$ cat src/hdl/brsc_pkg.sv
`default_nettype none
// ----------------------------------------------------------------------------
// brsc_pkg: shared types and constants of the bounded range subarray counter
// Holds the channel payload structs and the link that runs between cells.
// ----------------------------------------------------------------------------
package brsc_pkg;

  localparam int VALUE_W  = 32;
  localparam int SPREAD_W = 32;
  localparam int TOTAL_W  = 19;

  typedef struct packed {
    logic signed [VALUE_W-1:0] value;
    logic                      last;
  } in_item_t;

  typedef struct packed {
    logic [TOTAL_W-1:0] run_count;
    logic               overflow;
  } out_item_t;

  // Item as it travels down the chain. placed is set once the item has
  // opened its own start in the first free cell.
  typedef struct packed {
    logic                      valid;
    logic                      last;
    logic                      placed;
    logic signed [VALUE_W-1:0] value;
    logic [SPREAD_W-1:0]       spread;
  } cell_link_t;

endpackage : brsc_pkg
`default_nettype wire

$ cat src/hdl/brsc_tail.sv
`default_nettype none
// ----------------------------------------------------------------------------
// brsc_tail: end of the counter chain
// Adds each item's count to the sequence total, flags items that found no
// free cell and holds the result in the output register.
// ----------------------------------------------------------------------------
module brsc_tail
  import brsc_pkg::*;
#(
  parameter int CNT_W = 10
) (
  input  wire logic             clk,
  input  wire logic             rst_n,
  input  wire cell_link_t       link_i,
  input  wire logic [CNT_W-1:0] cnt_i,
  input  wire logic             out_ready,
  output logic                  out_valid,
  output out_item_t             out_data,
  output logic                  adv_o
);

  localparam int SUM_W = TOTAL_W + 1;

  logic [TOTAL_W-1:0] acc_r, acc_nxt;
  logic               ovf_r, ovf_nxt;
  logic               out_valid_r, out_valid_nxt;
  out_item_t          out_data_r, out_data_nxt;
  logic [CNT_W-1:0]   add;
  logic [SUM_W-1:0]   sum;
  logic [TOTAL_W-1:0] total_sat;
  logic               take;

  // hold the chain only when a closing item meets a full, stalled output
  assign adv_o = !(link_i.valid && link_i.last && out_valid_r && !out_ready);
  assign take  = adv_o && link_i.valid;

  always_comb begin
    // an item with no cell of its own adds nothing
    add       = link_i.placed ? cnt_i : '0;
    sum       = {1'b0, acc_r} + SUM_W'(add);
    total_sat = sum[TOTAL_W] ? {TOTAL_W{1'b1}} : sum[TOTAL_W-1:0];
  end

  always_comb begin
    acc_nxt       = acc_r;
    ovf_nxt       = ovf_r;
    out_valid_nxt = out_valid_r && !out_ready;
    out_data_nxt  = out_data_r;
    if (take) begin
      if (link_i.last) begin
        out_valid_nxt          = 1'b1;
        out_data_nxt.run_count = total_sat;
        out_data_nxt.overflow  = ovf_r || !link_i.placed;
        acc_nxt                = '0;
        ovf_nxt                = 1'b0;
      end else begin
        acc_nxt = total_sat;
        ovf_nxt = ovf_r || !link_i.placed;
      end
    end
  end

  always_ff @(posedge clk) begin
    if (!rst_n) begin
      acc_r       <= '0;
      ovf_r       <= 1'b0;
      out_valid_r <= 1'b0;
    end else begin
      acc_r       <= acc_nxt;
      ovf_r       <= ovf_nxt;
      out_valid_r <= out_valid_nxt;
    end
  end

  always_ff @(posedge clk) begin
    out_data_r <= out_data_nxt;
  end

  assign out_valid = out_valid_r;
  assign out_data  = out_data_r;

  a_total_grows : assert property (@(posedge clk) disable iff (!rst_n)
    (take && !link_i.last) |=> (acc_r >= $past(acc_r)))
    else $error("brsc_tail: running total decreased within a sequence");

  a_total_cleared : assert property (@(posedge clk) disable iff (!rst_n)
    (take && link_i.last) |=> (acc_r == '0 && !ovf_r && out_valid_r))
    else $error("brsc_tail: sequence end did not clear the total");

endmodule : brsc_tail
`default_nettype wire

$ cat config.mk
export PLATFORM = sky130hd
export DESIGN_NAME = brsc_tail
export DESIGN_NICKNAME = d
export VERILOG_FILES = /design/src/hdl/brsc_pkg.sv /design/src/hdl/brsc_tail.sv
export SDC_FILE = /design/constraint.sdc
export NUM_CORES = 1
export LEC_CHECK = 0
export BUFFER_PORTS_ARGS = -buffer_cell sky130_fd_sc_hd__buf_2
export CAP_MARGIN = 30
export CORE_MARGIN = 3
export CORE_UTILIZATION = 30
export CTS_BUF_LIST = sky130_fd_sc_hd__clkbuf_4
export CTS_CLUSTER_DIAMETER = 100
export DETAILED_ROUTE_END_ITERATION = 6
export HOLD_SLACK_MARGIN = 0.05
export PLACE_DENSITY_LB_ADDON = 0.25
export SYNTH_ARGS = -nofsm -noshare
export SYNTH_HDL_FRONTEND = slang
export SYNTH_SLANG_ARGS = --single-unit
$ cat constraint.sdc
create_clock -name clk -period 3.6 [get_ports clk]
set_input_delay 0.18 -clock clk [delete_from_list [all_inputs] [get_ports clk]]
set_output_delay 0.18 -clock clk [all_outputs]
set_load 0.1 [all_outputs]
; ---- Word-level counts from Yosys, hierarchy flattened
; Index checks and enable logic that the tools add are counted.
[word_totals]
inputBits = 80
regBits = 41
[classes]
mux = 6
add_sub_neg = 1
n_reduce_logical = 10
[op_table]
columns = op, count
row1 = two-way mux 19 bit, 2
row2 = adder 19 x 10 -> 20 bit, 1
row3 = two-way mux 10 bit, 1
row4 = logical AND 1 bit, 5
row5 = zero test 1 bit, 3
row6 = two-way mux 1 bit, 3
row7 = AND reduction 2 bit, 1
row8 = logical OR 1 bit, 1

; ---- Longest topological paths before layout
[logic_depth]
ltp_word = 6
depth_mapped = 11
depth_no_buf = 10

; ---- Worst setup path before layout
; OpenSTA, ideal clock, no wires.
[synth_path]
path_type = input port to flip-flop
startpoint = input link_i[64] in the netlist's numbering
endpoint = register out_data_r (netlist bit out_data[19]) (data pin)
setup_ps = 258
path_stages = 11
t_arrival_ps = 2197
slack_ps = 1144
cell_sequence = clkbuf_1 -> and2_1 -> ha_1 -> inv_1 -> fa_1 -> nand2b_1 -> a21oi_1 -> o211ai_1 -> a21boi_1 -> nand3_1 -> mux2i_1
[synth_via]
elab_chain_len = 3
[synth_lines]
columns = element, line_no
row1 = start: declaration, brsc_tail.sv:14  ; input wire cell_link_t link_i,
row2 = two-way mux 10 bit, brsc_tail.sv:39  ; add = link_i.placed ? cnt_i : '0;
row3 = adder 19 x 10 -> 20 bit, brsc_tail.sv:40  ; sum = {1'b0, acc_r} + SUM_W'(add);
row4 = two-way mux 19 bit, brsc_tail.sv:41  ; total_sat = sum[TOTAL_W] ? {TOTAL_W{1'b1}} : sum[TOTAL_W-1:0];
row5 = named net total_sat[18], brsc_tail.sv:30  ; logic [TOTAL_W-1:0] total_sat;
row6 = end signal: assignment, brsc_tail.sv:76  ; out_data_r <= out_data_nxt;
row7 = end: declaration, brsc_tail.sv:27  ; out_item_t out_data_r, out_data_nxt;
; The timed path passes the listed nets, and every way through them passes these cells.
; A chain may end at the register's enable or synchronous reset.

; ---- Worst setup path after layout
[layout_path]
startpoint = register acc_r[0]
endpoint = register out_data_r (netlist bit out_data[19]) (data pin)
[layout_via]
elab_chain_len = 2
[layout_lines]
columns = element, line_no
row1 = start: declaration, brsc_tail.sv:24  ; logic [TOTAL_W-1:0] acc_r, acc_nxt;
row2 = start signal: assignment, brsc_tail.sv:69  ; acc_r <= acc_nxt;
row3 = adder 19 x 10 -> 20 bit, brsc_tail.sv:40
row4 = two-way mux 19 bit, brsc_tail.sv:41
row5 = named net total_sat[18], brsc_tail.sv:30
; The timed path passes the listed nets, and every way through them passes these cells.

==> flow_metrics.py <==
metrics = {
    "power_and_ir_drop": {
        "p_int_mw": 0.703,
        "powerDensity_nw_per_um2": 371,
        "p_seq_share_pct": 51.3,
        "swShare_pct": 29.4,
        "combPwrFrac_pct": 18.0,
        "peakVddDrop_mv": 0.118,
        "power_mw": 0.996,
        "p_leak_nw": 1.13,
        "switching_power_mw": 0.293,
        "p_clk_share_pct": 30.7,
    },
    "drt": {
        "dr.pass1.iters": 4,
        "via_per_inst": 4.85,
        "drt-total-wl_mm": 5.01,
        "ant_nets": 0,
        "drt-initial-drc-count": 80,
        "drcViolationCount": 0,
        "wl_per_cell_um": 13.5,
        "vias": 1804,
    },
    "timing": {
        "hold_violations": 0,
        "fmaxAchievable_mhz": 377,
        "slew_headroom_pct": 47.4,
        "worstMarginPinSlew_ns": 0.785,
        "final_max_slew_viol_count": 0,
        "rsz0062_at_grt": "no",
        "finalClockSkew_ns": 0.00819,
        "post-route-period-util_pct": 73.7,
        "setup_tns_ns": 0,
        "fin_crit_ns": 2.65,
        "fin_hold_ws_ns": 0.101,
        "setup_viol": 0,
        "finalWorstSetupSlack_ns": 0.945,
    },
    "min_path": {
        "min_from": "link_i[66]",
        "whs_endpoint": "out_valid",
        "holdPathStages": 3,
        "min_path_type": "input pin to register",
    },
    "clock_tree": {
        "clock_sinks": 41,
        "cts_resized": 0,
        "numCtsBuffers": 5,
        "cts_root_buffer": "clkbuf_4",
        "cts_tree": "yes",
        "post_cts.repair.setup_buffers": 0,
        "h-tree-depth": 2,
        "clkTransAtPathRegs_ns": 0.12,
        "hold_buffers": 0,
        "clk_latency_ns": 0.35,
        "clk_path_buf_depth": 2,
    },
    "synthesis": {
        "synthesis.nets": 322,
        "syn_inst": 231,
        "synth.distinct_cells": 50,
        "synth_edf_count": 20,
        "yosysSeqAreaShare_pct": 44.7,
        "syn_avg_cell_area_um2": 9.88,
        "synth_seq_cells": 41,
        "ys.flop_type": "dfxtp_1",
        "syn_area_um2": 2280,
        "ys_async_sr_fraction_pct": 0,
        "yosysWarnings": 0,
    },
    "floorplan": {
        "dieArea_um2": 8690,
        "initial_core_util_pct": 31.1,
        "io_pins": 102,
        "rows": 31,
        "core_area_um2": 7330,
        "die_h_um": 93.2,
        "die_w_um": 93.2,
    },
    "layout": {
        "drive_above_1_share_pct": 21.2,
        "finalNonFillerCells": 372,
        "fillers": 743,
        "layout_commonest_cell": "buf_2",
        "final_util_pct": 36.6,
        "fin_nets": 363,
        "final_cell_mix": "buf_2, dfxtp_1, edfxtp_1",
        "fin_area_um2": 2680,
        "area_delta_synth_final_pct": 17.6,
        "n_antenna_cell": 0,
    },
    "global_route": {
        "grt_overflow": 0,
        "groute.usage.overall_pct": 12.1,
        "grt_pass1_vias": 1727,
        "grt_max_degree": 17,
        "grt_pass1_wl_mm": 8.31,
        "grt_antenna_before_repair": 0,
    },
    "placed_design": {
        "place_area_um2": 2610,
        "io_buffers": 37,
        "dp.cells": 364,
        "gp_congestion": 0.822,
        "place_ws_ns": 0.711,
        "place_hpwl_mm": 3.58,
    },
    "critical_path": {
        "crit_path_end_kind": "register",
        "crit_path_max_fanout": 6,
        "reg2reg_to": "out_data[19]",
        "rrSetupSlack_ns": 0.95,
        "critical-path-slowest-cell": "a21boi_1",
        "r2r_cells": 9,
        "arrival_ns": 2.77,
        "cp-start-kind": "register",
        "critPathRequiredTime_ns": 3.72,
        "r2r-start": "acc_r[0]",
        "worstPathCellList": "ha_1 > inv_1 > fa_1 > nand2b_1 > a21oi_1 > o211ai_1 > a21boi_1 > nand3_1 > mux2i_1",
        "critPathKind": "register to register",
        "cpPeakStageDelay_ns": 0.49,
    },
    "run_status": {
        "status": "finished, final reports clean",
    },
    "run": {
        "drv_cap": 0,
    },
}
power groups by stage:
stage / clock network (mW) / registers, mW / logic, mW
floorplan: 0 / 0.600 / 0.0610
global placement: 0 / 0.522 / 0.176
detailed placement: 0 / 0.522 / 0.181
CTS: 0.318 / 0.511 / 0.181
global route: 0.333 / 0.513 / 0.194
finish: 0.306 / 0.511 / 0.179
kinds of logic after synthesis:
family                   Yosys count  share of synthesized area, %
buffers and inverters             17                          3.23
flip-flops                        41                          44.7
XOR/XNOR                           8                          3.07
AO/OA/AOI/OAI                     61                          20.0
multiplexers                       4                          1.86
AND/OR/NAND/NOR                   89                          20.8
adder cells (fa/ha/maj)           11                          6.36
cell usage after synthesis (all sizes together) (3+ instances only):
library cell,n,area [um^2]
dfxtp,21,420
edfxtp,20,601
a21oi,18,109
nand2,18,67.6
nor2,16,60.1
and2,12,75.1
o21ai,12,63.8
ha,10,125
inv,10,37.5
nand2b,10,62.6
a22o,9,78.8
nand3,9,50.1
nor3,6,30.0
xnor2,5,43.8
a21o,4,30.0
a31oi,4,31.3
and3,4,25.0
clkbuf,4,15.0
or2,4,25.0
buf,3,21.3
xor2,3,26.3
metal layers:
metal	vias up	part of all wire (%)	global-route usage (%)
li1	929	-	-
met1	815	50	16.9
met2	54	43	18.2
met3	6	5.2	2.90
met4	0	1.5	4.40
met5	-	0	0
worst max path at each step:
| stage | startpoint | to | cells after the start |
|---|---|---|---|
| after global placement | link_i[64] | out_data[19] | 11 |
| after global routing | acc_r[0] | out_data[19] | 9 |
| after CTS | acc_r[0] | acc_r[18] | 9 |
| final | acc_r[0] | out_data[19] | 9 |
| after floorplan | link_i[64] | out_data[19] | 11 |
| after detailed placement | link_i[64] | out_data[19] | 11 |
cell type report:
cell class                 count  area (um^2)  share of cell area, %
multi-input combinational    173         1190                   44.2
sequential                    41         1020                   38.0
timing repair buffer          41          235                   8.76
tap                           99          124                   4.62
clock buffer                   6         45.0                   1.68
inverter                      10         37.5                   1.40
clock inverter                 2         33.8                   1.26
critical path: cells and delay by family (launching register included):
kind | cells | cell delay [ns]
AOI/OAI and AO/OA | 3 | 0.95
adders and majority gates | 2 | 0.55
DFF | 1 | 0.36
and+or+nand+nor | 2 | 0.36
muxes | 1 | 0.15
buffers and inverters | 1 | 0.05
state kept, by name, summed over array words and instances, names as in the netlist:
signal and cells:
out_valid 1, out_data 20, ovf_r 1, acc_r 19
Note: power is estimated with default switching activity, not from simulation.
