File: config.mk
export PLATFORM = sky130hd
export DESIGN_NAME = brsc_cell
export DESIGN_NICKNAME = d
export VERILOG_FILES = /design/src/hdl/brsc_pkg.sv /design/src/hdl/brsc_cell.sv
export SDC_FILE = /design/constraint.sdc
export NUM_CORES = 1
export LEC_CHECK = 0
export ABC_AREA = 1
export BUFFER_PORTS_ARGS = -buffer_cell sky130_fd_sc_hd__buf_2
export CORE_MARGIN = 4
export CORE_UTILIZATION = 45
export CTS_CLUSTER_DIAMETER = 80
export DETAILED_ROUTE_END_ITERATION = 16
export PLACE_DENSITY = 0.76
export SLEW_MARGIN = 25
export SYNTH_ARGS = -nofsm -noshare
export SYNTH_HDL_FRONTEND = slang
export SYNTH_SLANG_ARGS = --single-unit
File: constraint.sdc
create_clock -name clk -period 7.81 [get_ports clk]
set_input_delay 1.562 -clock clk [delete_from_list [all_inputs] [get_ports clk]]
set_output_delay 1.562 -clock clk [all_outputs]
set_load 0.05 [all_outputs]
File: src/hdl/brsc_pkg.sv
`default_nettype none
// ----------------------------------------------------------------------------
// brsc_pkg: shared types and constants of the bounded range subarray counter
// Holds the channel payload structs and the link that runs between cells.
// ----------------------------------------------------------------------------
package brsc_pkg;

  localparam int VALUE_W  = 32;
  localparam int SPREAD_W = 32;
  localparam int TOTAL_W  = 19;

  typedef struct packed {
    logic signed [VALUE_W-1:0] value;
    logic                      last;
  } in_item_t;

  typedef struct packed {
    logic [TOTAL_W-1:0] run_count;
    logic               overflow;
  } out_item_t;

  // Item as it travels down the chain. placed is set once the item has
  // opened its own start in the first free cell.
  typedef struct packed {
    logic                      valid;
    logic                      last;
    logic                      placed;
    logic signed [VALUE_W-1:0] value;
    logic [SPREAD_W-1:0]       spread;
  } cell_link_t;

endpackage : brsc_pkg
`default_nettype wire

File: src/hdl/brsc_cell.sv
`default_nettype none
// ----------------------------------------------------------------------------
// brsc_cell: one start position of the counter chain
// Holds the running minimum and maximum of one start, folds each passing
// item into them and hands the item with its partial count to the next cell.
// ----------------------------------------------------------------------------
module brsc_cell
  import brsc_pkg::*;
#(
  parameter int CNT_W = 10
) (
  input  wire logic             clk,
  input  wire logic             rst_n,
  input  wire logic             adv_i,
  input  wire cell_link_t       link_i,
  input  wire logic [CNT_W-1:0] cnt_i,
  output cell_link_t            link_o,
  output logic [CNT_W-1:0]      cnt_o
);

  cell_link_t                link_r, link_nxt;
  logic [CNT_W-1:0]          cnt_r, cnt_nxt;
  logic                      occ_r, occ_nxt;
  logic                      ok_r, ok_nxt;
  logic signed [VALUE_W-1:0] min_r, min_nxt;
  logic signed [VALUE_W-1:0] max_r, max_nxt;
  logic signed [VALUE_W-1:0] lo, hi;
  logic [VALUE_W:0]          diff;

  always_comb begin
    lo   = (link_i.value < min_r) ? link_i.value : min_r;
    hi   = (link_i.value > max_r) ? link_i.value : max_r;
    // exact max - min, never negative, fits in VALUE_W+1 bits
    diff = {hi[VALUE_W-1], hi} - {lo[VALUE_W-1], lo};
  end

  always_comb begin
    link_nxt = link_i;
    cnt_nxt  = cnt_i;
    occ_nxt  = occ_r;
    ok_nxt   = ok_r;
    min_nxt  = min_r;
    max_nxt  = max_r;
    if (link_i.valid && !link_i.placed) begin
      if (!occ_r) begin
        // first free cell: open the start of this item
        occ_nxt         = 1'b1;
        ok_nxt          = 1'b1;
        min_nxt         = link_i.value;
        max_nxt         = link_i.value;
        link_nxt.placed = 1'b1;
      end else if (ok_r) begin
        min_nxt = lo;
        max_nxt = hi;
        if (diff > {1'b0, link_i.spread}) begin
          ok_nxt = 1'b0;
        end else begin
          cnt_nxt = cnt_i + CNT_W'(1);
        end
      end
    end
    // the closing item of a sequence empties the cell behind it
    if (link_i.valid && link_i.last) begin
      occ_nxt = 1'b0;
      ok_nxt  = 1'b0;
    end
  end

  always_ff @(posedge clk) begin
    if (!rst_n) begin
      link_r.valid <= 1'b0;
      occ_r        <= 1'b0;
      ok_r         <= 1'b0;
    end else if (adv_i) begin
      link_r <= link_nxt;
      occ_r  <= occ_nxt;
      ok_r   <= ok_nxt;
    end
  end

  always_ff @(posedge clk) begin
    if (adv_i) begin
      cnt_r <= cnt_nxt;
      min_r <= min_nxt;
      max_r <= max_nxt;
    end
  end

  assign link_o = link_r;
  assign cnt_o  = cnt_r;

  a_ok_implies_occ : assert property (@(posedge clk) disable iff (!rst_n)
    ok_r |-> occ_r)
    else $error("brsc_cell: valid start in an empty cell");

  a_min_le_max : assert property (@(posedge clk) disable iff (!rst_n)
    ok_r |-> (min_r <= max_r))
    else $error("brsc_cell: start minimum above maximum");

endmodule : brsc_cell
`default_nettype wire

Yosys cells after proc, flatten, opt, wreduce, memory -nomap -nowiden
Cells that the tools add are included.

Register bits: 143. Bits in latches: 0. Bits in writable memories: 0. ROM bits: 0. Output and inout bits: 77. Memories kept: 0.

Add/sub/neg operators: 2. Multiply operators: 0. Divide/modulo/power cells: 0. Order comparisons: 3. Equality and inequality tests: 1. Shift-type cells: 0. Multiplexer cells: 19. Bitwise logic cells: 0. Reductions and logical operators: 7.

Operators with widths (number): $mux W32 (6); $mux W10 (4); $gt A33 B32 Y1 (1); $sub A32 B32 Y33 (1); $gt A32 B32 Y1 (1); $lt A32 B32 Y1 (1); $add A10 B1 Y10 const B (1); $mux W1 (9); $reduce_and A2 Y1 (2); $reduce_and A3 Y1 (1); $logic_and A1 B1 Y1 (2); $ne A2 B1 Y1 const B (1); $reduce_bool A2 Y1 (1); $logic_not A1 Y1 (1).

Logic depth before layout (Yosys ltp)
Gate-level depths: netlist of run 1.

Depth in word-level cells: 9. Depth in mapped cells: 48. Gate-level depth less buffers: 47.

Worst setup path after synthesis of run 1
OpenSTA, ideal clock, no wires.

Kind: input port to flip-flop. Start: input link_i[63] (netlist bit). End: register cnt_r[7] (netlist: cnt_o[7]) (data pin). Setup time: 0.258 ns. Arrival: 6.889 ns. Data required time: 7.552 ns. Setup slack: 0.663 ns. Stages on the path: 42. Buffers on the path: 3. Cells stage by stage: ha_1 -> nand2_1 -> nor2_1 -> nor3b_2 -> inv_2 -> nor3_2 -> nand2_1 -> nand2_2 -> nand2_2 -> nand2_4 -> clkbuf_1 -> clkbuf_1 -> nand2_1 -> o21ai_0 -> ha_1 -> inv_1 -> fa_1 -> nand3_1 -> (+6 left out) -> o21ai_0 -> a21oi_1 -> xnor2_1 -> ha_1 -> a21oi_1 -> o21a_1 -> o221a_2 -> a21boi_0 -> o21ai_0 -> nand2_1 -> nand2_1 -> a21o_1 -> a21boi_0 -> nand3_2 -> nor2_4 -> buf_6 -> nand2_2 -> xnor2_2.

Cells in the longest elaborated chain, start to end: 8. Elaborated cells on any way between the ends: 10. Classes of those cells: 1 x add/sub; 3 x order compare; 6 x mux.

RTL lines: start, declared (RTL line brsc_cell.sv:15) `input wire cell_link_t link_i,`; $gt A32 B32 Y1 / $lt A32 B32 Y1 (equally long branches) (RTL line brsc_cell.sv:32, brsc_cell.sv:31); $mux W32, on equally long branches (RTL line brsc_cell.sv:32, brsc_cell.sv:31); $sub A32 B32 Y33 (*) (RTL line brsc_cell.sv:34) `diff = {hi[VALUE_W-1], hi} - {lo[VALUE_W-1], lo};`; $gt A33 B32 Y1 (*) (RTL line brsc_cell.sv:55) `if (diff > {1'b0, link_i.spread}) begin`; $mux W10 (*) (RTL line brsc_cell.sv:55); $mux W10 (*) (RTL line brsc_cell.sv:52) `end else if (ok_r) begin`; $mux W10 (*) (RTL line brsc_cell.sv:45) `if (!occ_r) begin`; $mux W10 (*) (RTL line brsc_cell.sv:44) `if (link_i.valid && !link_i.placed) begin`; named net cnt_nxt[7] (RTL line brsc_cell.sv:22) `logic [CNT_W-1:0] cnt_r, cnt_nxt;`; end signal, assigned (RTL line brsc_cell.sv:83) `cnt_r <= cnt_nxt;`; end, declared (RTL line brsc_cell.sv:22).

Mark *: on every way through the listed nets, which the timed path passes. The rest lies on a longest branch. A chain may end at the register's enable or synchronous reset.

Final worst setup path of run 1
Start: input link_i[63] (netlist bit). End: register cnt_r[6] (netlist: cnt_o[6]) (data pin).

The elaborated chain is that of the path after synthesis.

==> results.cfg, run 1 <==
[pwr]
p_leak_nw = 5.74
powerDensity_nw_per_um2 = 231
vdd_drop_max_uv = 132
finalPower_mw = 2.79

[hold_path]
hold_class = flip-flop to flip-flop

[synthesis]
syn_area_per_cell_um2 = 8.43
syn-instance-count = 1218
async_flop_share = 0
synth_seq_cells = 143
yosysWarnings = 0
synth_cell_type_count = 46
yosysSeqAreaShare = 0.415
synth_edf_count = 140
syn_nets = 1424
syn-cell-area_um2 = 10300
synthFlopType = edfxtp_1

[drt]
post_drt_via_cell_ratio = 5.32
drc = 0
antenna_left = 0
num_vias = 8947
wl_per_cell_um = 16.1
wl_um = 27000
dr.first_iter.drc_count = 639
drtPass1Iterations = 5

[critical_path]
cp.arrival_ns = 7.49
ff2ff_path_depth = 37
slowest_stage = o21ai_0
timing.rr.start = min_r[31]
startpoint_type = input port
critPathLaunch = link_i[63]
worst_path_largest_cell_delay_ns = 0.40
rrSetupSlack_ns = 1.41
path_class = input port to flip-flop
cp-end-kind = flip-flop
critical_path_required_ns = 8.00
regToRegEndpoint = cnt_o[6]
critPathMostFrequentCell = nand2_1
endpoint = cnt_o[6]
worst-path-max-fanout = 16

[sta]
fin_worst_skew_ns = 0.0103
hold_slack_ns = 0.475
setup_viol = 0
relSlewSlack = 0.365
slew_viol_final = 0
worst_pin_slew_ns = 0.950
setup_slack_ns = 0.513
rsz0062_at_grt = no
fmax_mhz = 137
final.period_utilization = 0.934
hold_viol = 0
fin_crit_ns = 7.30

[floorplanning]
rows = 55
die_area_um2 = 25300
core_um2 = 22600
initial_core_util = 0.455
die_w_um = 159
dieHeight_um = 159
io_pins = 157

[clock_tree]
cts_inserted_buffers = 17
ctsHoldBuffers = 0
cts_tree = yes
clockBufferDepth = 2
clock_latency_ns = 0.44
clock_sinks = 143
cts-root-buf = clkbuf_16
clk_pin_slew_ns = 0.06
htree_levels = 4

[layout]
drive_gt1_frac = 0.173
areaGrowthSynthToFinish_pct = 17.6
fin_nets = 1590
antenna_cells = 0

[grt]
grt_usage = 0.213
grt_overflow = 0
grt_pass1_wl_um = 43900
antenna_found_initial = 0
grt_pass1_vias = 8648
grt_max_degree = 71

[place]
dp_hpwl_um = 21100
port_buffers = 156
place_ws_ns = -0.105
gp_congestion = 0.910

[status]
status = finished clean

[job]
maxCapViolations = 0
[cell usage after synthesis, drive strengths merged (5+ instances only)]
| library cell | instances | share of area |
|---|---|---|
| clkbuf | 19 | 0.0069 |
| a21boi | 10 | 0.0073 |
| nor2 | 49 | 0.020 |
| buf | 5 | 0.0033 |
| nand4 | 14 | 0.0085 |
| o21ai | 136 | 0.067 |
| ha | 125 | 0.15 |
| nor4 | 5 | 0.0030 |
| o21a | 5 | 0.0037 |
| a21oi | 90 | 0.044 |
| inv | 168 | 0.061 |
| xnor2 | 15 | 0.014 |
| nand2 | 337 | 0.13 |
| nor3 | 14 | 0.0073 |
| nand3 | 40 | 0.024 |
| xor2 | 20 | 0.017 |
| edfxtp | 140 | 0.41 |
[state kept, by name, summed over array words and instances, names as in the netlist, named ones only]
name and count:
min_r 32, occ_r 1, max_r 30, ok_r 1, link_o 67, cnt_o 10
[worst max-delay path, delay by kind of cell]
kind	cells	cell delay (ns)
adders and majority gates	3	1.00
xor gates and xnor gates	2	0.30
and+or+nand+nor	18	2.42
buffers and inverters	4	0.49
AOI/OAI and AO/OA	10	1.71
[power by group]
part / switching, mW / internal (mW) / total, mW
clock: 0.339 / 0.544 / 0.883
sequential: 0.0100 / 0.891 / 0.902
combinational: 0.672 / 0.337 / 1.01
[through the flow]
step                      cells  utilization  setup TNS, ns  area [um2]
after floorplan            1218            -              0       10300
after global placement     1649        0.506        -0.0391       11400
after detailed placement   1649        0.506         -0.678       11400
after CTS                  1681        0.534              0       12000
after global routing       1682        0.535              0       12100
final                      1682        0.535              0       12100
[placed cells by master (no fill, tap or decap), types with 2 or more instances in the layout]
master and count:
nand3_2 6, nand2_1 324, clkinvlp_4 4, nor3_1 13, buf_4 13, ha_1 124, nand2_4 2, inv_6 2
nand2_2 11, inv_2 3, clkbuf_16 17, o21ai_2 3, edfxtp_1 140, nand3_1 33, o21a_1 5, dfxtp_1 3
xnor2_1 14, o21bai_1 3, o211ai_1 3, nor2_1 44, a21oi_1 90, o21ai_0 125, a31oi_1 2, a21boi_0 7
nand4_1 14, o21ai_1 8, a21boi_1 2, a21o_1 2, nor2_2 2, a211oi_1 3, clkinv_2 2, xor2_1 20
inv_1 165, nor2_4 3, bufinv_16 4, nor4_1 4, buf_2 156
[worst min-delay path by stage]
| stage | cells after the start | startpoint | endpoint | slack (ns) |
|---|---|---|---|---|
| global placement | 2 | link_o[66] | link_o[66] | 0.44 |
| CTS | 2 | link_o[66] | link_o[66] | 0.48 |
| finish | 2 | link_o[66] | link_o[66] | 0.47 |
| global route | 2 | link_o[66] | link_o[66] | 0.50 |
| floorplan | 2 | ok_r | ok_r | 0.48 |
| detailed placement | 2 | link_o[66] | link_o[66] | 0.47 |
[kinds of logic after synthesis]
kind of cell / synth area share
AO/OA/AOI/OAI: 0.135
XOR/XNOR: 0.0306
adder cells (fa/ha/maj): 0.154
buffers and inverters: 0.0720
flip-flops: 0.415
AND/OR/NAND/NOR: 0.193
[area by class of cell]
class,count,area (um2)
clock inverter,13,186
fill,2054,10500
tap,285,357
sequential,143,4260
multi-input combinational,882,5290
clock buffer,19,443
timing repair buffer,171,910
inverter,169,634
[what timing repair did]
item	in CTS	in global routing
resized for setup	0	10
buffers inserted	0	1
endpoints found under the setup margin	0	10
hold endpoints to repair	0	0
[routing by layer]
metal,track usage,routed length [um],vias up
met2,0.333,11900,317
met1,0.292,12500,4105
met3,0.0546,1950,43
li1,-,-,4482
met4,0.0702,634,0
met5,0,0,-
No activity file was read; power rests on OpenSTA's default activity.
==> run 2: changes to the inputs <==
==> constraint.sdc (replaced) <==
create_clock -name clk -period 7 [get_ports clk]
set_input_delay 1.4 -clock clk [delete_from_list [all_inputs] [get_ports clk]]
set_output_delay 1.4 -clock clk [all_outputs]
set_load 0.05 [all_outputs]
==> run 2 against run 1 <==
Cell area increased by 12%. First-iteration DRC count is 33% higher. Flip-flop and latch count is the same. Clock power is 8.2% higher. Clock skew grew 0.0012 ns. Die area did not move. Final cell count increased by 8.8%. Setup slack got worse by 0.28 ns. Utilization up 6.7 points. Wire length up 9.9%. Largest cell class unchanged.
==> results.cfg, run 2 (same netlist as run 1, synthesis figures left out) <==
[sta]
final.period_utilization = 0.967
worst_pin_slew_ns = 0.790
hold_viol = 0
setup_viol = 0
fmax_mhz = 148
fin_worst_skew_ns = 0.0115
fin_crit_ns = 6.77
relSlewSlack = 0.472
setup_slack_ns = 0.228
slew_viol_final = 0

[pwr]
powerDensity_nw_per_um2 = 252
netSwitchingFraction = 0.361
p_comb_frac = 0.427
intPower_mw = 2.19
vdd_drop_max_uv = 180
p_sw_mw = 1.24
power_frac_clock = 0.279
p_leak_nw = 6.57
p_seq_frac = 0.294

[grt]
grt_overflow = 0
grt_max_degree = 71
grt_pass1_wl_um = 46700
grt_usage = 0.224
antenna_found_initial = 0
grt_pass1_vias = 9603

[drt]
wl_um = 29700
dr.first_iter.drc_count = 848
post_drt_via_cell_ratio = 5.35
wl_per_cell_um = 16.2
num_vias = 9792
antenna_left = 0
drtPass1Iterations = 5
drc = 0

[clock_tree]
clock_latency_ns = 0.44
cts-root-buf = clkbuf_16
clockBufferDepth = 2
htree_levels = 4
ctsHoldBuffers = 0
clk_pin_slew_ns = 0.07
clock_sinks = 143
cts_tree = yes
cts_inserted_buffers = 17

[place]
gp_congestion = 0.950
placed_area_um2 = 12500
port_buffers = 156
place_ws_ns = -0.583
dp_hpwl_um = 22100

[job]
maxCapViolations = 0

[critical_path]
cp-end-kind = flip-flop
path_class = input port to flip-flop
worst_path_largest_cell_delay_ns = 0.37
worst-path-max-fanout = 7
startpoint_type = input port
critical_path_required_ns = 7.18
cp.arrival_ns = 6.95
slowest_stage = fa_2

[layout]
largest_reg_flops = 67
fin_util = 0.602
fin_nets = 1739
fin_area_um2 = 13600
n_fill_cell = 1929
layout_common_cells = 316 x nand2_1, 164 x inv_1, 157 x buf_4
final_common_cell = nand2_1
drive_gt1_frac = 0.284
antenna_cells = 0
areaGrowthSynthToFinish_pct = 32.3

[floorplanning]
initial_core_util = 0.455
die_w_um = 159
core_um2 = 22600
die_area_um2 = 25300
io_pins = 157
rows = 55
dieHeight_um = 159

[hold_path]
hold_class = flip-flop to flip-flop

[status]
status = finished clean
## run 2: cell count changes in the layout (fill, tap and decap cells not counted), sizes merged
| cell | before | now |
|---|---|---|
| buf | 171 | 316 |
| clkbuf | 19 | 22 |
| clkinv | 4 | 6 |
| inv | 170 | 168 |
| clkinvlp | 4 | 3 |
| nand2 | 337 | 338 |
## run 2: metal layers
layer | track usage | wire, um | vias to the layer above
li1 | - | - | 4777
met1 | 0.296 | 13000 | 4568
met2 | 0.376 | 13900 | 390
met3 | 0.0466 | 2090 | 57
met4 | 0.0631 | 699 | 0
met5 | 0 | 0 | -
## run 2: worst max-delay path, delay by kind of cell
kind,cells,cell delay (ns)
and+or+nand+nor,20,1.88
buffers and inverters,6,0.73
xor gates and xnor gates,2,0.27
AOI/OAI and AO/OA,11,1.45
adders and majority gates,4,1.21
## run 2: stage by stage
stage / total power [mW] / std cells / setup TNS, ns / hold WS (ns)
after floorplan: 1.82 / 1218 / 0 / 0.484
after global placement: 2.31 / 1786 / -3.50 / 0.454
after detailed placement: 2.35 / 1786 / -5.58 / 0.450
after CTS: 3.32 / 1817 / 0 / 0.465
after global routing: 3.61 / 1830 / -0.683 / 0.539
final: 3.42 / 1830 / 0 / 0.468
## run 2: final timing paths
kind | depth (start not counted) | slack [ns] | from | to
setup / recovery | 43 | 0.23 | link_i[62] | cnt_o[6]
hold / removal | 2 | 0.47 | link_o[66] | link_o[66]
hold reg to reg | 2 | 0.47 | link_o[66] | link_o[66]
setup reg to reg | 43 | 0.95 | min_r[29] | cnt_o[6]
## run 2: layout make-up
cell class,instances,area [um2],area share
clock buffers,19,433,0.0319
clock inverters,12,169,0.0124
inverters,169,637,0.0469
multi-input cells,883,5600,0.412
flip-flops and latches,143,4260,0.314
well taps,285,357,0.0263
repair buffers,319,2120,0.156
## run 2: timing repair
| item | 4_1_cts | 5_1_grt |
|---|---|---|
| pin swaps | 1 | 32 |
| gates resized for setup | 9 | 90 |
| setup endpoints to repair | 10 | 11 |
| buffers inserted | 0 | 9 |
| cloned | 0 | 4 |
## run 2: power groups by stage
stage               registers, mW  logic [mW]  clock network, mW
finish                       1.01        1.46              0.955
global route                 1.01        1.60               1.00
CTS                          1.01        1.35              0.963
detailed placement           1.02        1.33                  0
global placement             1.02        1.29                  0
floorplan                    1.13       0.690                  0
==> run 3: changes to the inputs <==
--- a/config.mk
+++ b/config.mk
@@ -8,10 +8,11 @@
 export ABC_AREA = 1
 export BUFFER_PORTS_ARGS = -buffer_cell sky130_fd_sc_hd__buf_2
 export CORE_MARGIN = 4
-export CORE_UTILIZATION = 45
+export CORE_UTILIZATION = 25
 export CTS_CLUSTER_DIAMETER = 80
 export DETAILED_ROUTE_END_ITERATION = 16
-export PLACE_DENSITY = 0.76
+export PLACE_DENSITY = 0.52
+export REMOVE_ABC_BUFFERS = 1
 export SLEW_MARGIN = 25
 export SYNTH_ARGS = -nofsm -noshare
 export SYNTH_HDL_FRONTEND = slang
==> run 3 against run 2 <==
Sequential share of layout area decreased by 1.3 points. Power increased by 0.29%. Non-clock buffer count increased by 28. First-iteration DRC count decreased by 39%. Utilization decreased by 25 points. Final cell count increased by 15%. Maximum frequency increased by 1.4%. Die area increased by 75%. Setup slack improved by 0.091 ns. Register-to-register slack improved by 0.08 ns. Sequential power about the same. Via count decreased by 3.5%.
==> results.cfg, run 3 (same netlist as run 1, synthesis figures left out) <==
[sta]
fin_crit_ns = 6.68
relSlewSlack = 0.414
setup_slack_ns = 0.320
slew_viol_final = 0
final.setup.tns_ns = 0
setup_viol = 0
hold_slack_ns = 0.474
final.period_utilization = 0.954
fin_worst_skew_ns = 0.00846
hold_viol = 0
fmax_mhz = 150
worst_pin_slew_ns = 0.876

[clock_tree]
clock_sinks = 143
cts-root-buf = clkbuf_16
htree_levels = 4
clk_pin_slew_ns = 0.07
cts_tree = yes
clockBufferDepth = 2
cts_inserted_buffers = 17
ctsHoldBuffers = 0
clock_latency_ns = 0.45

[hold_path]
hold_start = link_o[66]
holdPathStages = 2
worstHoldEndpoint = link_o[66]
hold_class = flip-flop to flip-flop

[floorplanning]
die_area_um2 = 44400
dieHeight_um = 211
die_w_um = 211
io_pins = 157
core_um2 = 40200
initial_core_util = 0.256
rows = 73

[critical_path]
worst_path_largest_cell_delay_ns = 0.38
cp.arrival_ns = 6.89
startpoint_type = input port
slowest_stage = fa_2
regToRegEndpoint = cnt_o[6]
path_buf_inv = 5
worst-path-max-fanout = 8
rrSetupSlack_ns = 1.03
critical_path_required_ns = 7.21
cp_top_family = simple AND/OR/NAND/NOR gates
path_class = input port to flip-flop
ff2ff_path_depth = 39
cp-end-kind = flip-flop
timing.rr.start = max_r[2]
critPathMostFrequentCell = nand2_2

[drt]
drc = 0
drtPass1Iterations = 5
wl_per_cell_um = 15.4
wl_um = 32400
num_vias = 9448
dr.first_iter.drc_count = 521
post_drt_via_cell_ratio = 4.50
antenna_left = 0

[grt]
grt_pass1_wl_um = 49400
grt_overflow = 0
grt_max_degree = 71
grt_usage = 0.142
antenna_found_initial = 1
grt_pass1_vias = 9377

[layout]
final_common_cell = nand2_1
largest_reg_flops = 67
layout_common_cells = 311 x nand2_1, 185 x buf_4, 164 x inv_1
areaGrowthSynthToFinish_pct = 38.0
instances_no_fill = 2098
antenna_cells = 0
fin_nets = 1766
fin_util = 0.353
drive_gt1_frac = 0.310

[place]
gp_congestion = 0.871
port_buffers = 156
place_ws_ns = -0.751
dp_hpwl_um = 25200
placedCellCount = 2054

[pwr]
intPower_mw = 2.15
powerDensity_nw_per_um2 = 242
netSwitchingFraction = 0.373
p_leak_nw = 6.71
power_frac_clock = 0.258
p_comb_frac = 0.449
p_sw_mw = 1.28
vdd_drop_max_uv = 207
p_seq_frac = 0.292

[status]
status = finished clean

[job]
maxCapViolations = 0
-- run 3: worst max-delay path by stage --
| stage | start | slack [ns] | to | depth (start not counted) |
|---|---|---|---|---|
| global route | link_i[62] | -0.08 | cnt_o[6] | 42 |
| floorplan | link_i[63] | 0.1 | cnt_o[6] | 38 |
| detailed placement | link_i[63] | -0.75 | cnt_o[6] | 40 |
| finish | link_i[62] | 0.32 | cnt_o[6] | 42 |
| CTS | link_i[63] | 0.003 | cnt_o[6] | 42 |
| global placement | link_i[63] | -0.82 | cnt_o[6] | 38 |
-- run 3: per-stage QoR --
stage | power (mW) | instance area, um2
2_1_floorplan | 1.81 | 10200
3_3_place_gp | 2.39 | 13000
3_5_place_dp | 2.40 | 13000
4_1_cts | 3.33 | 13600
5_1_grt | 3.67 | 14200
6_report | 3.43 | 14200
-- run 3: worst register-to-register path, delay by kind of cell (launching register included) --
kind | cells | cell delay [ns]
AND/OR/NAND/NOR | 19 | 2.09
AO/OA/AOI/OAI | 7 | 1.01
buffers and inverters | 8 | 0.99
adder cells (fa/ha/maj) | 3 | 0.91
flip-flops | 1 | 0.38
XOR/XNOR | 2 | 0.34
-- run 3: area by class of cell --
class                   instances  area [um2]
multi-input cells             882        5730
repair buffers                347        2330
clock inverters                13         114
flip-flops and latches        143        4260
fillers                      4136       26000
well taps                     525         657
clock buffers                  19         443
inverters                     169         638
-- run 3: metal layers --
layer,global-route usage,share of wire,wire [um],vias up
met4,0.0347,0.012,402,2
met5,0,0.00034,11,-
li1,-,-,-,4831
met2,0.230,0.45,14600,223
met1,0.190,0.47,15300,4366
met3,0.0370,0.063,2040,26
-- run 3: timing repair --
| action | 4_1_cts | 5_1_grt |
|---|---|---|
| cloned | 0 | 3 |
| setup endpoints to repair | 10 | 11 |
| endpoints found under the hold margin | 0 | 0 |
| buffers inserted | 0 | 9 |
| gates resized for setup | 10 | 117 |
| pin swaps | 0 | 33 |
-- run 3: power by group through the flow --
stage / Combinational (mW) / Clock (mW) / Sequential, mW
2_1_floorplan: 0.681 / 0 / 1.13
3_3_place_gp: 1.36 / 0 / 1.02
3_5_place_dp: 1.38 / 0 / 1.02
4_1_cts: 1.40 / 0.927 / 1.00
5_1_grt: 1.71 / 0.959 / 1.01
6_report: 1.54 / 0.888 / 1.00
